<file path="src/rtl/core/mta_pkg.sv">
// ----------------------------------------------------------------------------
// mta_pkg
// Shared types and constants of the motion tamper alarm.
// ----------------------------------------------------------------------------
`default_nettype none

package mta_pkg;

  localparam int NUM_AXES = 3;

  localparam int SAMPLE_W = 16;
  localparam int ABS_W    = 17;
  localparam int SUM_W    = 17;
  localparam int REF_W    = 18;
  localparam int TIME_W   = 32;
  localparam int CODE_W   = 16;
  localparam int CFG_W    = 32;
  localparam int IDX_W    = 3;

  localparam int BIT_FAULT = 15;
  localparam int BIT_TILT  = 14;
  localparam int BIT_VIB   = 13;

  typedef enum logic [IDX_W-1:0] {
    REG_TILT_TOL    = 3'd0,
    REG_VIB_TOL     = 3'd1,
    REG_CALIB_MS    = 3'd2,
    REG_SIREN_LEVEL = 3'd3,
    REG_ALERT_LEVEL = 3'd4,
    REG_SIREN_DUR   = 3'd5,
    REG_SIREN_GAP   = 3'd6,
    REG_ALERT_GAP   = 3'd7
  } reg_index_t;

  localparam logic [15:0] RST_TILT_TOL    = 16'd983;
  localparam logic [17:0] RST_VIB_TOL     = 18'd42;
  localparam logic [15:0] RST_CALIB_MS    = 16'd200;
  localparam logic [15:0] RST_SIREN_LEVEL = 16'd1024;
  localparam logic [15:0] RST_ALERT_LEVEL = 16'd32;
  localparam logic [15:0] RST_SIREN_DUR   = 16'd10;
  localparam logic [15:0] RST_SIREN_GAP   = 16'd5;
  localparam logic [31:0] RST_ALERT_GAP   = 32'd60000;

  typedef struct packed {
    logic seed;
    logic widen;
  } lane_ctl_t;

  typedef struct packed {
    logic [CODE_W-1:0] siren_level;
    logic [CODE_W-1:0] alert_level;
    logic [15:0]       siren_duration_ms;
    logic [15:0]       siren_gap_ms;
    logic [TIME_W-1:0] alert_gap_ms;
  } alarm_cfg_t;

  typedef struct packed {
    logic siren_on;
    logic siren_trigger;
    logic alert_send;
  } alarm_out_t;

endpackage

`default_nettype wire

</file>
<file path="src/rtl/core/mta_axis_lane.sv">
// ----------------------------------------------------------------------------
// mta_axis_lane
// One axis: gyro min/max window with tilt check, accel magnitude.
// ----------------------------------------------------------------------------
`default_nettype none

module mta_axis_lane
  import mta_pkg::*;
(
  input  wire logic                       clk,
  input  wire logic                       rst,
  input  wire lane_ctl_t                  ctl,
  input  wire logic signed [SAMPLE_W-1:0] gyro,
  input  wire logic signed [SAMPLE_W-1:0] accel,
  input  wire logic        [15:0]         tilt_tolerance,
  output logic                            tilt,
  output logic             [ABS_W-1:0]    accel_abs
);

  logic signed [SAMPLE_W-1:0] axis_min;
  logic signed [SAMPLE_W-1:0] axis_max;
  logic signed [17:0]         gyro_ext;
  logic signed [17:0]         bound_hi;
  logic signed [17:0]         bound_lo;
  logic signed [ABS_W-1:0]    accel_ext;

  always_comb begin
    gyro_ext  = {{2{gyro[SAMPLE_W-1]}}, gyro};
    bound_hi  = {{2{axis_max[SAMPLE_W-1]}}, axis_max} + {2'b00, tilt_tolerance};
    bound_lo  = {{2{axis_min[SAMPLE_W-1]}}, axis_min} - {2'b00, tilt_tolerance};
    tilt      = (gyro_ext > bound_hi) || (gyro_ext < bound_lo);
    accel_ext = {accel[SAMPLE_W-1], accel};
    accel_abs = accel_ext[ABS_W-1] ? ABS_W'(-accel_ext) : ABS_W'(accel_ext);
  end

  always_ff @(posedge clk) begin
    if (rst) begin
      axis_min <= '0;
      axis_max <= '0;
    end else if (ctl.seed) begin
      axis_min <= gyro;
      axis_max <= gyro;
    end else if (ctl.widen) begin
      if (gyro < axis_min) axis_min <= gyro;
      if (gyro > axis_max) axis_max <= gyro;
    end
  end

endmodule

`default_nettype wire

</file>
<file path="src/rtl/core/mta_alarm.sv">
// ----------------------------------------------------------------------------
// mta_alarm
// Rate-limited siren and remote alert triggers driven by the error code.
// ----------------------------------------------------------------------------
`default_nettype none

module mta_alarm
  import mta_pkg::*;
(
  input  wire logic              clk,
  input  wire logic              rst,
  input  wire logic              commit,
  input  wire logic              running,
  input  wire logic [CODE_W-1:0] code,
  input  wire logic [TIME_W-1:0] now_ms,
  input  wire alarm_cfg_t        cfg,
  output alarm_out_t             result
);

  logic [TIME_W-1:0] siren_start;
  logic [TIME_W-1:0] alert_start;
  logic              siren_active;
  logic [TIME_W-1:0] siren_elapsed;
  logic [TIME_W-1:0] alert_elapsed;
  logic              siren_fire;
  logic              alert_fire;
  logic              siren_active_next;

  always_comb begin
    siren_elapsed = now_ms - siren_start;
    alert_elapsed = now_ms - alert_start;
    siren_fire    = (code >= cfg.siren_level) &&
                    (siren_elapsed > {16'd0, cfg.siren_gap_ms});
    alert_fire    = (code >= cfg.alert_level) && (alert_elapsed > cfg.alert_gap_ms);
    siren_active_next = siren_active;
    if (siren_elapsed > {16'd0, cfg.siren_duration_ms}) siren_active_next = 1'b0;
    if (siren_fire) siren_active_next = 1'b1;
    result.siren_on      = running ? siren_active_next : siren_active;
    result.siren_trigger = running && siren_fire;
    result.alert_send    = running && alert_fire;
  end

  always_ff @(posedge clk) begin
    if (rst) begin
      siren_start  <= '0;
      alert_start  <= '0;
      siren_active <= 1'b0;
    end else if (commit && running) begin
      siren_active <= siren_active_next;
      if (siren_fire) siren_start <= now_ms;
      if (alert_fire) alert_start <= now_ms;
    end
  end

endmodule

`default_nettype wire

</file>
<file path="src/rtl/core/motion_tamper_alarm.sv">
// ----------------------------------------------------------------------------
// motion_tamper_alarm
// Tamper alarm on raw gyro/accel samples: calibration, tilt and vibration
// checks, rate-limited siren and alert.
//
//   channel   signals                          direction
//   in        in_valid/in_ready, sample fields  sink
//   out       out_valid/out_ready, result       source
//   cfg       cfg_write, cfg_index, cfg_data    sink, write only
//
// One sample per cycle unless the output stalls; each result is registered
// as its sample is taken. Three axis lanes check tilt and accel magnitude
// in parallel; the code they feed drives the alarm triggers in the same
// cycle. The output register frees when out_ready is high, so a new sample
// is taken in the cycle its predecessor leaves. Reset is synchronous and
// returns to awaiting the first sample with the register defaults.
// ----------------------------------------------------------------------------
`default_nettype none

module motion_tamper_alarm
  import mta_pkg::*;
(
  input  wire logic                       clk,
  input  wire logic                       rst,
  input  wire logic                       in_valid,
  output logic                            in_ready,
  input  wire logic signed [SAMPLE_W-1:0] gyro_x,
  input  wire logic signed [SAMPLE_W-1:0] gyro_y,
  input  wire logic signed [SAMPLE_W-1:0] gyro_z,
  input  wire logic signed [SAMPLE_W-1:0] accel_x,
  input  wire logic signed [SAMPLE_W-1:0] accel_y,
  input  wire logic signed [SAMPLE_W-1:0] accel_z,
  input  wire logic                       sensor_fault,
  input  wire logic        [TIME_W-1:0]   now_ms,
  output logic                            out_valid,
  input  wire logic                       out_ready,
  output logic             [CODE_W-1:0]   error_code,
  output logic                            calibrating,
  output logic                            siren_on,
  output logic                            siren_trigger,
  output logic                            alert_send,
  input  wire logic                       cfg_write,
  input  wire logic        [IDX_W-1:0]    cfg_index,
  input  wire logic        [CFG_W-1:0]    cfg_data
);

  typedef enum logic [1:0] {
    PH_FIRST,
    PH_CALIB,
    PH_RUN
  } phase_t;

  phase_t            phase;
  logic [TIME_W-1:0] calib_start;
  logic [REF_W-1:0]  accel_reference;

  logic [15:0]       tilt_tolerance;
  logic [17:0]       vibration_tolerance;
  logic [15:0]       calib_ms;
  alarm_cfg_t        alarm_cfg;

  logic                       in_accept;
  logic                       running;
  logic                       in_window;
  lane_ctl_t                  lane_ctl;
  logic signed [SAMPLE_W-1:0] gyro_vec  [NUM_AXES];
  logic signed [SAMPLE_W-1:0] accel_vec [NUM_AXES];
  logic        [NUM_AXES-1:0] tilt_vec;
  logic        [ABS_W-1:0]    abs_vec   [NUM_AXES];
  logic        [SUM_W-1:0]    accel_sum;
  logic        [REF_W:0]      sum_ext;
  logic        [REF_W:0]      ref_ext;
  logic        [REF_W:0]      vt_ext;
  logic                       vib;
  logic        [CODE_W-1:0]   code;
  alarm_out_t                 alarm;

  assign in_ready  = !out_valid || out_ready;
  assign in_accept = in_valid && in_ready;

  assign gyro_vec[0]  = gyro_x;
  assign gyro_vec[1]  = gyro_y;
  assign gyro_vec[2]  = gyro_z;
  assign accel_vec[0] = accel_x;
  assign accel_vec[1] = accel_y;
  assign accel_vec[2] = accel_z;

  always_comb begin
    in_window      = (now_ms - calib_start) < {16'd0, calib_ms};
    running        = (phase == PH_RUN) || ((phase == PH_CALIB) && !in_window);
    lane_ctl.seed  = in_accept && (phase == PH_FIRST);
    lane_ctl.widen = in_accept && (phase == PH_CALIB) && in_window;
  end

  for (genvar i = 0; i < NUM_AXES; i++) begin : g_lane
    mta_axis_lane u_lane (
      .clk            (clk),
      .rst            (rst),
      .ctl            (lane_ctl),
      .gyro           (gyro_vec[i]),
      .accel          (accel_vec[i]),
      .tilt_tolerance (tilt_tolerance),
      .tilt           (tilt_vec[i]),
      .accel_abs      (abs_vec[i])
    );
  end

  always_comb begin
    accel_sum = abs_vec[0] + abs_vec[1] + abs_vec[2];
    sum_ext   = (REF_W+1)'(accel_sum);
    ref_ext   = {1'b0, accel_reference};
    vt_ext    = {1'b0, vibration_tolerance};
    vib       = (sum_ext > ref_ext + vt_ext) || (ref_ext > sum_ext + vt_ext);
    code            = '0;
    code[BIT_FAULT] = sensor_fault;
    code[BIT_TILT]  = |tilt_vec;
    code[BIT_VIB]   = vib;
  end

  mta_alarm u_alarm (
    .clk     (clk),
    .rst     (rst),
    .commit  (in_accept),
    .running (running),
    .code    (code),
    .now_ms  (now_ms),
    .cfg     (alarm_cfg),
    .result  (alarm)
  );

  always_ff @(posedge clk) begin
    if (rst) begin
      tilt_tolerance                <= RST_TILT_TOL;
      vibration_tolerance           <= RST_VIB_TOL;
      calib_ms                      <= RST_CALIB_MS;
      alarm_cfg.siren_level         <= RST_SIREN_LEVEL;
      alarm_cfg.alert_level         <= RST_ALERT_LEVEL;
      alarm_cfg.siren_duration_ms   <= RST_SIREN_DUR;
      alarm_cfg.siren_gap_ms        <= RST_SIREN_GAP;
      alarm_cfg.alert_gap_ms        <= RST_ALERT_GAP;
    end else if (cfg_write) begin
      unique case (reg_index_t'(cfg_index))
        REG_TILT_TOL:    tilt_tolerance              <= cfg_data[15:0];
        REG_VIB_TOL:     vibration_tolerance         <= cfg_data[17:0];
        REG_CALIB_MS:    calib_ms                    <= cfg_data[15:0];
        REG_SIREN_LEVEL: alarm_cfg.siren_level       <= cfg_data[15:0];
        REG_ALERT_LEVEL: alarm_cfg.alert_level       <= cfg_data[15:0];
        REG_SIREN_DUR:   alarm_cfg.siren_duration_ms <= cfg_data[15:0];
        REG_SIREN_GAP:   alarm_cfg.siren_gap_ms      <= cfg_data[15:0];
        REG_ALERT_GAP:   alarm_cfg.alert_gap_ms      <= cfg_data[31:0];
        default: ;
      endcase
    end
  end

  always_ff @(posedge clk) begin
    if (rst) begin
      phase           <= PH_FIRST;
      calib_start     <= '0;
      accel_reference <= '0;
      out_valid       <= 1'b0;
    end else begin
      if (in_accept) begin
        out_valid <= 1'b1;
        unique case (phase)
          PH_FIRST: begin
            phase           <= PH_CALIB;
            calib_start     <= now_ms;
            accel_reference <= REF_W'(accel_sum);
          end
          PH_CALIB: begin
            if (running) begin
              phase           <= PH_RUN;
              accel_reference <= REF_W'(accel_sum);
            end
          end
          PH_RUN: begin
            accel_reference <= REF_W'(accel_sum);
          end
          default: ;
        endcase
      end else if (out_valid && out_ready) begin
        out_valid <= 1'b0;
      end
    end
  end

  always_ff @(posedge clk) begin
    if (in_accept) begin
      error_code    <= running ? code : '0;
      calibrating   <= !running;
      siren_on      <= alarm.siren_on;
      siren_trigger <= alarm.siren_trigger;
      alert_send    <= alarm.alert_send;
    end
  end

`ifndef SYNTHESIS
  a_calib_no_code: assert property (@(posedge clk) disable iff (rst)
    out_valid && calibrating |-> error_code == '0 && !siren_trigger && !alert_send)
    else $error("code or trigger on a calibrating transaction");

  a_trigger_drives_siren: assert property (@(posedge clk) disable iff (rst)
    out_valid && siren_trigger |-> siren_on)
    else $error("siren trigger without siren on");

  a_first_to_calib: assert property (@(posedge clk) disable iff (rst)
    in_accept && phase == PH_FIRST |=> phase == PH_CALIB && calibrating)
    else $error("first transaction did not start calibration");

  a_run_stays: assert property (@(posedge clk) disable iff (rst)
    phase == PH_RUN |=> phase == PH_RUN)
    else $error("left running phase without reset");
`endif

endmodule

`default_nettype wire

</file>
<file path="config.mk">
export PLATFORM = sky130hd
export DESIGN_NAME = motion_tamper_alarm
export DESIGN_NICKNAME = d
export VERILOG_FILES = /design/src/rtl/core/mta_pkg.sv /design/src/rtl/core/mta_axis_lane.sv /design/src/rtl/core/mta_alarm.sv /design/src/rtl/core/motion_tamper_alarm.sv
export SDC_FILE = /design/constraint.sdc
export NUM_CORES = 2
export LEC_CHECK = 0
export ABC_CLOCK_PERIOD_IN_PS = 9800
export BUFFER_PORTS_ARGS = -buffer_cell sky130_fd_sc_hd__buf_2
export CAP_MARGIN = 5
export CORE_MARGIN = 2
export CORE_UTILIZATION = 55
export DETAILED_ROUTE_END_ITERATION = 8
export PLACE_DENSITY = 0.81
export SYNTH_ARGS = -nofsm -noshare
export SYNTH_HDL_FRONTEND = slang
export SYNTH_SLANG_ARGS = --single-unit
</file>
<file path="constraint.sdc">
create_clock -name clk -period 9.8 [get_ports clk]
set_input_delay 1.47 -clock clk [delete_from_list [all_inputs] [get_ports clk]]
set_output_delay 1.47 -clock clk [all_outputs]
set_load 0.01 [all_outputs]
</file>
**Word-level counts from Yosys, hierarchy flattened**

Index checks and enable logic that the tools add are counted.

- Add/sub/neg operators: 16
- $lt $le $gt $ge: 20
- Equal/unequal tests: 10
- Multiplexer cells: 30
- Reduce and logical (&&, ||, !) cells: 53

Operator list:

| operator | count |
|---|---|
| $mux W16 | 18 |
| $sub A32 B32 Y32 | 3 |
| $gt A32 B16 Y1 | 2 |
| $add A16 B17 Y18 | 3 |
| $gt A16 B18 Y1 | 3 |
| $lt A16 B18 Y1 | 3 |
| $sub A16 B17 Y18 | 3 |
| $mux W17 | 3 |
| $neg A16 Y17 | 3 |
| $gt A16 B16 Y1 | 3 |
| $lt A16 B16 Y1 | 3 |
| $pmux W18 S2 | 1 |
| $add A17 B17 Y17 | 2 |
| $reduce_and A2 Y1 | 17 |
| $ge A16 B16 Y1 | 2 |
| $gt A32 B32 Y1 | 1 |
| $lt A32 B16 Y1 | 1 |
| $reduce_bool A2 Y1 | 10 |
| $add A17 B18 Y19 | 1 |
| $add A18 B18 Y19 | 1 |
| $gt A17 B19 Y1 | 1 |
| $gt A18 B19 Y1 | 1 |
| $mux W18 | 1 |
| $eq A3 B3 Y1 const B | 4 |
| other kinds (16) | 39 |

- Register bits after elaboration: 380
- Input port bits: 169
- Output and inout port bits: 22
- Word-level logic and storage cells: 156

**Logic depth before layout (Yosys ltp)**

- Depth after elaboration: 11
- Gate-level depth with buffers: 41
- Gate-level depth less buffers: 40

**Modules after synthesis**

A second synthesis with hierarchy kept.

- Cells, all modules: 4578
- Area, all modules: 35904.4 um^2

Modules (own cells, without submodules):

| module | times used | cells an instance | area an instance (um^2) | sequential area each (um^2) |
|---|---|---|---|---|
| motion_tamper_alarm | 1 | 1722 | 13277.7 | 4174.0 |
| mta_axis_lane at g_lane[0].u_lane ... | 2 | 558 | 4561.9 | 640.6 |
| mta_alarm | 1 | 1148 | 8755.9 | 1301.2 |
| mta_axis_lane at g_lane[2].u_lane | 1 | 592 | 4747.1 | 640.6 |

**Least setup slack after synthesis**

OpenSTA, ideal clock, no wires.

- Path kind: input-to-reg
- From: input port accel_y[6]
- To: register u_alarm.siren_start[10]
- Data arrival time: 9.108 ns
- Data required time: 9.728 ns
- Setup slack: 0.620 ns
- Stages on the path: 29
- Buffers on the path: 1
- Path through: or4_1 -> or4_1 -> or4b_2 -> fa_1 -> inv_1 -> ha_1 -> inv_1 -> nor4_1 -> a2111oi_0 -> o311ai_0 -> ha_1 -> a21o_1 -> o41a_1 -> xnor2_1 -> ha_1 -> a2111oi_0 -> o211ai_1 -> o21a_1 -> nand3_1 -> o31ai_1 -> or4_1 -> ha_1 -> nor4b_1 -> a41o_1 -> a21o_1 -> a21oi_1 -> nor3_2 -> buf_6 -> mux2i_1

- Word-level cells in the longest chain between the ends: 10

Ends and longest elaborated chain:

| what | RTL line | RTL |
|---|---|---|
| start: declaration | motion_tamper_alarm.sv:31 | `input wire logic signed [SAMPLE_W-1:0] accel_y,` |
| $neg A16 Y17 | mta_axis_lane.sv:33 | `accel_abs = accel_ext[ABS_W-1] ? ABS_W'(-accel_ext) : ABS_W'(accel_ext);` |
| $mux W17 (*) | mta_axis_lane.sv:33 |  |
| $add A17 B17 Y17 (*) (2 in a row) | motion_tamper_alarm.sv:109 | `accel_sum = abs_vec[0] + abs_vec[1] + abs_vec[2];` |
| via accel_sum[15] | motion_tamper_alarm.sv:70 | `logic [SUM_W-1:0] accel_sum;` |
| $add A17 B18 Y19 | motion_tamper_alarm.sv:113 | `vib = (sum_ext > ref_ext + vt_ext) \|\| (ref_ext > sum_ext + vt_ext);` |
| $gt A18 B19 Y1 | motion_tamper_alarm.sv:113 |  |
| $logic_or A1 B1 Y1 (*) | motion_tamper_alarm.sv:113 |  |
| via code[13] | motion_tamper_alarm.sv:75 | `logic [CODE_W-1:0] code;` |
| $ge A16 B16 Y1 (*) | mta_alarm.sv:32 | `siren_fire = (code >= cfg.siren_level) &&` |
| $logic_and A1 B1 Y1 (*) | mta_alarm.sv:32 |  |
| $reduce_and A2 Y1 (no source line) (*) | - |  |
| end signal: assignment | mta_alarm.sv:50 | `if (siren_fire) siren_start <= now_ms;` |
| end: declaration | mta_alarm.sv:20 | `logic [TIME_W-1:0] siren_start;` |

Mark *: on every way through the listed nets, which the timed path passes. The rest lies on a longest branch.
A chain may end at the register's enable or synchronous reset.

**Final worst setup path**

- From: input port accel_y[7]
- To: register u_alarm.alert_start[20]

- Word-level cells in the longest chain between the ends: 10

Ends and longest elaborated chain:

| what | RTL line | RTL |
|---|---|---|
| $neg A16 Y17 | mta_axis_lane.sv:33 |  |
| $mux W17 (*) | mta_axis_lane.sv:33 |  |
| $add A17 B17 Y17 (*) (2 in a row) | motion_tamper_alarm.sv:109 |  |
| via accel_sum[15] | motion_tamper_alarm.sv:70 |  |
| $add A17 B18 Y19 | motion_tamper_alarm.sv:113 |  |
| $gt A18 B19 Y1 | motion_tamper_alarm.sv:113 |  |
| $logic_or A1 B1 Y1 (*) | motion_tamper_alarm.sv:113 |  |
| via code[13] | motion_tamper_alarm.sv:75 |  |
| $ge A16 B16 Y1 (*) | mta_alarm.sv:34 | `alert_fire = (code >= cfg.alert_level) && (alert_elapsed > cfg.alert_gap_ms);` |
| $logic_and A1 B1 Y1 (*) | mta_alarm.sv:34 |  |
| $reduce_and A2 Y1 (no source line) (*) | - |  |
| end signal: assignment | mta_alarm.sv:51 | `if (alert_fire) alert_start <= now_ms;` |
| end: declaration | mta_alarm.sv:21 | `logic [TIME_W-1:0] alert_start;` |

Marks and branches as above.

==> results.ini <==
[sta]
maxSlewViolCount = 0
timing.fmax_mhz = 107
holdWs_ns = 0.453
worst_slew_pin_slew_ns = 1.27
tns_ns = 0
fin_crit_sh_pct = 95.2
slew_headroom_pct = 15.0
finalCriticalPeriod_ns = 9.32
fin_skew_ns = 0.0232
setup_viol = 0
hold_viol_final = 0
worst_slack_ns = 0.475

[setup_path]
worstSetupEndpointType = flip-flop
startpoint_type = input port
path_common_cell = ha_1
worst_r2r_path_depth = 26
cpPeakStageDelay_ns = 0.69
reg2reg_setup_slack_ns = 2.04
cp_data_required_time_ns = 10.32
worstReg2RegEnd = u_alarm.alert_start[20]
cp_data_arrival_time_ns = 9.84
critPathMaxFanout = 7
cp_slowest_cell = or4b_2
r2r_start = tilt_tolerance[1]
crit_type = input port to flip-flop

[placement]
place_congestion = 0.973
port_buffers = 177
place_area_um2 = 35800
post-place-ws_ns = -0.186
hpwl_mm = 73.1
dpl.cell_count = 5325

[logic_synthesis]
synth-edff-count = 7
synth_area_um2 = 34200
yosysMostFrequentCell = nand2_1
yosys-top-cells-area = dfxtp_1, ha_1, nand2_1
yosysTopAreaCell = dfxtp_1
synth_seq_cells = 366
synth_top_area_share_pct = 21.0
synth_common_cells = nand2_1, ha_1, inv_1, a21oi_1, dfxtp_1
yosysUniqueCellTypes = 90
synthArstFlopShare_pct = 0
avgSynthCellArea_um2 = 7.73
ys_seq_area_share_pct = 21.6
yosysWarnings = 0
synth_ff_type = dfxtp_1
synthCells = 4424

[floorplan]
die_w_um = 253
die_h_um = 253
design.portCount = 191
core_area_um2 = 61600
row_count = 91
dieArea_um2 = 64200
start_util_pct = 55.5

[pwr]
power_leakage_uw = 0.0162
powerDensity_nw_per_um2 = 165
ir_drop_uv = 130

[clocking]
path_clk_slew_ns = 0.06
clk_path_buf_depth = 3
cts_hold_buf = 0
cts_setup_buffers = 0
cts_root_buf = clkbuf_16
cts.sinks = 366
clk-insertion-delay-late_ns = 0.60
h-tree-depth = 2
cts_tree = built
numCtsBuffers = 43

[worst_hold_path]
hold_path.class = flip-flop to flip-flop
min_from = calib_start[22]
holdPathStages = 2
min_to = calib_start[22]

[drt]
drtIter0Drc = 2384
antenna_left = 0
vias = 31800
drc = 0
totalWireLength_mm = 95.4
drt-pass1-iter-count = 5
routedWlPerCell_um = 17.6
routed_via_density = 5.88

[grt]
antenna_found_initial = 8
grt_pass1_wl_mm = 152
grt_remaining_overflow = 0
met3_usage_pct = 4.44
grt_max_degree = 186
grt_pass1_vias = 30200
use_met1_pct = 36.8
grt_usage_pct = 29.2
busiest_layer = met2
use_met2_pct = 48.3

[final_layout]
multiInputGateArea_um2 = 24500
fillers = 5397
finalNetCount = 5299
drive_gt1_share_pct = 7.31
post-route-cell-area_um2 = 37300
register_area_um2 = 7400
syn2layout_area_growth_pct = 9.16
stdcell_count = 5411

[outcome]
status = finished clean

[flow_run]
drv_cap = 0

-- layout by cell type (no fill, tap or decap), drive strengths merged, types with 12 or more instances in the layout --
| cell type | count |
|---|---|
| o31ai | 22 |
| xnor2 | 132 |
| o21bai | 37 |
| and3 | 15 |
| nor3 | 59 |
| a21boi | 15 |
| and2 | 22 |
| a21o | 139 |
| a2111oi | 15 |
| a211oi | 29 |
| clkbuf | 51 |
| xor2 | 101 |
| conb | 13 |
| nand3 | 121 |
| nand4 | 67 |
| buf | 210 |
| dfxtp | 359 |
| a31oi | 18 |
| nand2 | 717 |
| o21ai | 211 |
| nor2 | 142 |
| or3 | 25 |
| or4 | 15 |
| or2 | 12 |
| and4 | 12 |
| mux2i | 138 |
| o21a | 60 |
| nor4 | 22 |
| inv | 461 |
| nand2b | 41 |
| fa | 28 |
| o211ai | 44 |
| nor2b | 51 |
| ha | 567 |
| a21oi | 440 |
-- flip-flops by register name, indices dropped and copies added (netlist names), 2 cells and up --
name                    cells
accel_reference            17
alarm_cfg                  96
calib_ms                   16
calib_start                32
error_code                  3
g_lane.u_lane.axis_max     48
g_lane.u_lane.axis_min     48
phase                       2
tilt_tolerance             16
u_alarm.alert_start        32
u_alarm.siren_start        32
vibration_tolerance        18
-- worst max-delay path by stage --
stage,from,endpoint,slack (ns),depth (start not counted)
CTS,accel_y[6],u_alarm.alert_start[31],0.39,31
floorplan,accel_y[6],u_alarm.siren_start[10],0.62,29
detailed placement,accel_y[6],u_alarm.alert_start[18],-0.19,31
global placement,accel_x[0],u_alarm.alert_start[29],0.14,37
finish,accel_y[7],u_alarm.alert_start[20],0.48,31
global route,accel_x[0],u_alarm.alert_start[3],-0.09,41
-- final cells by class --
class | instances | share of cell area (%)
Multi-Input combinational cell | 3460 | 65.7
Sequential cell | 366 | 19.8
Inverter | 454 | 4.58
Timing Repair Buffer | 210 | 3.11
Clock buffer | 51 | 2.99
Tap cell | 837 | 2.80
Clock inverter | 26 | 1.01
Antenna cell | 7 | 0.0469
-- critical path, delay by kind of cell --
family,cells,cell delay (ns)
compound gates,14,3.24
simple gates,7,2.69
fa+ha+maj,5,1.71
buf+inv,4,0.56
xor+xnor,1,0.14
-- where the power goes --
part	switching, uW	leakage, uW	internal (uW)	total, uW
clock network	707	0.000733	1040	1740
logic	1580	0.0125	1170	2750
registers	81.7	0.00299	1590	1670
total	2370	0.0162	3790	6160
-- layer usage --
metal  vias up  routed length [um]
met4         2                4830
met1     14800               40200
met5         -                  12
met2      1064               43400
met3       241                6940
li1      15700                   -
-- logic make-up (layout without fill, tap and decap cells) --
logic type,Yosys count,count (layout),synth area share (%)
buffers and inverters,610,741,7.13
AO/OA/AOI/OAI,1142,1142,21.0
other,1,20,0.0110
XOR/XNOR,233,233,5.97
AND/OR/NAND/NOR,1338,1338,17.8
multiplexers,139,139,4.07
flip-flops,366,366,21.6
adder cells (fa/ha/maj),595,595,22.4
-- stage by stage --
| stage | power (uW) | utilization (%) |
|---|---|---|
| detailed placement | 4340 | 58.1 |
| global placement | 4270 | 58.1 |
| CTS | 6110 | 60.5 |
| global route | 6570 | 60.6 |
| finish | 6160 | 60.6 |
| floorplan | 3670 | - |
-- repair_timing --
item / 4_1_cts / 5_1_grt
resized for setup: 0 / 13
endpoints found under the setup margin: 0 / 67
endpoints found under the hold margin: 0 / 0
(Power assumes the default switching activity.)
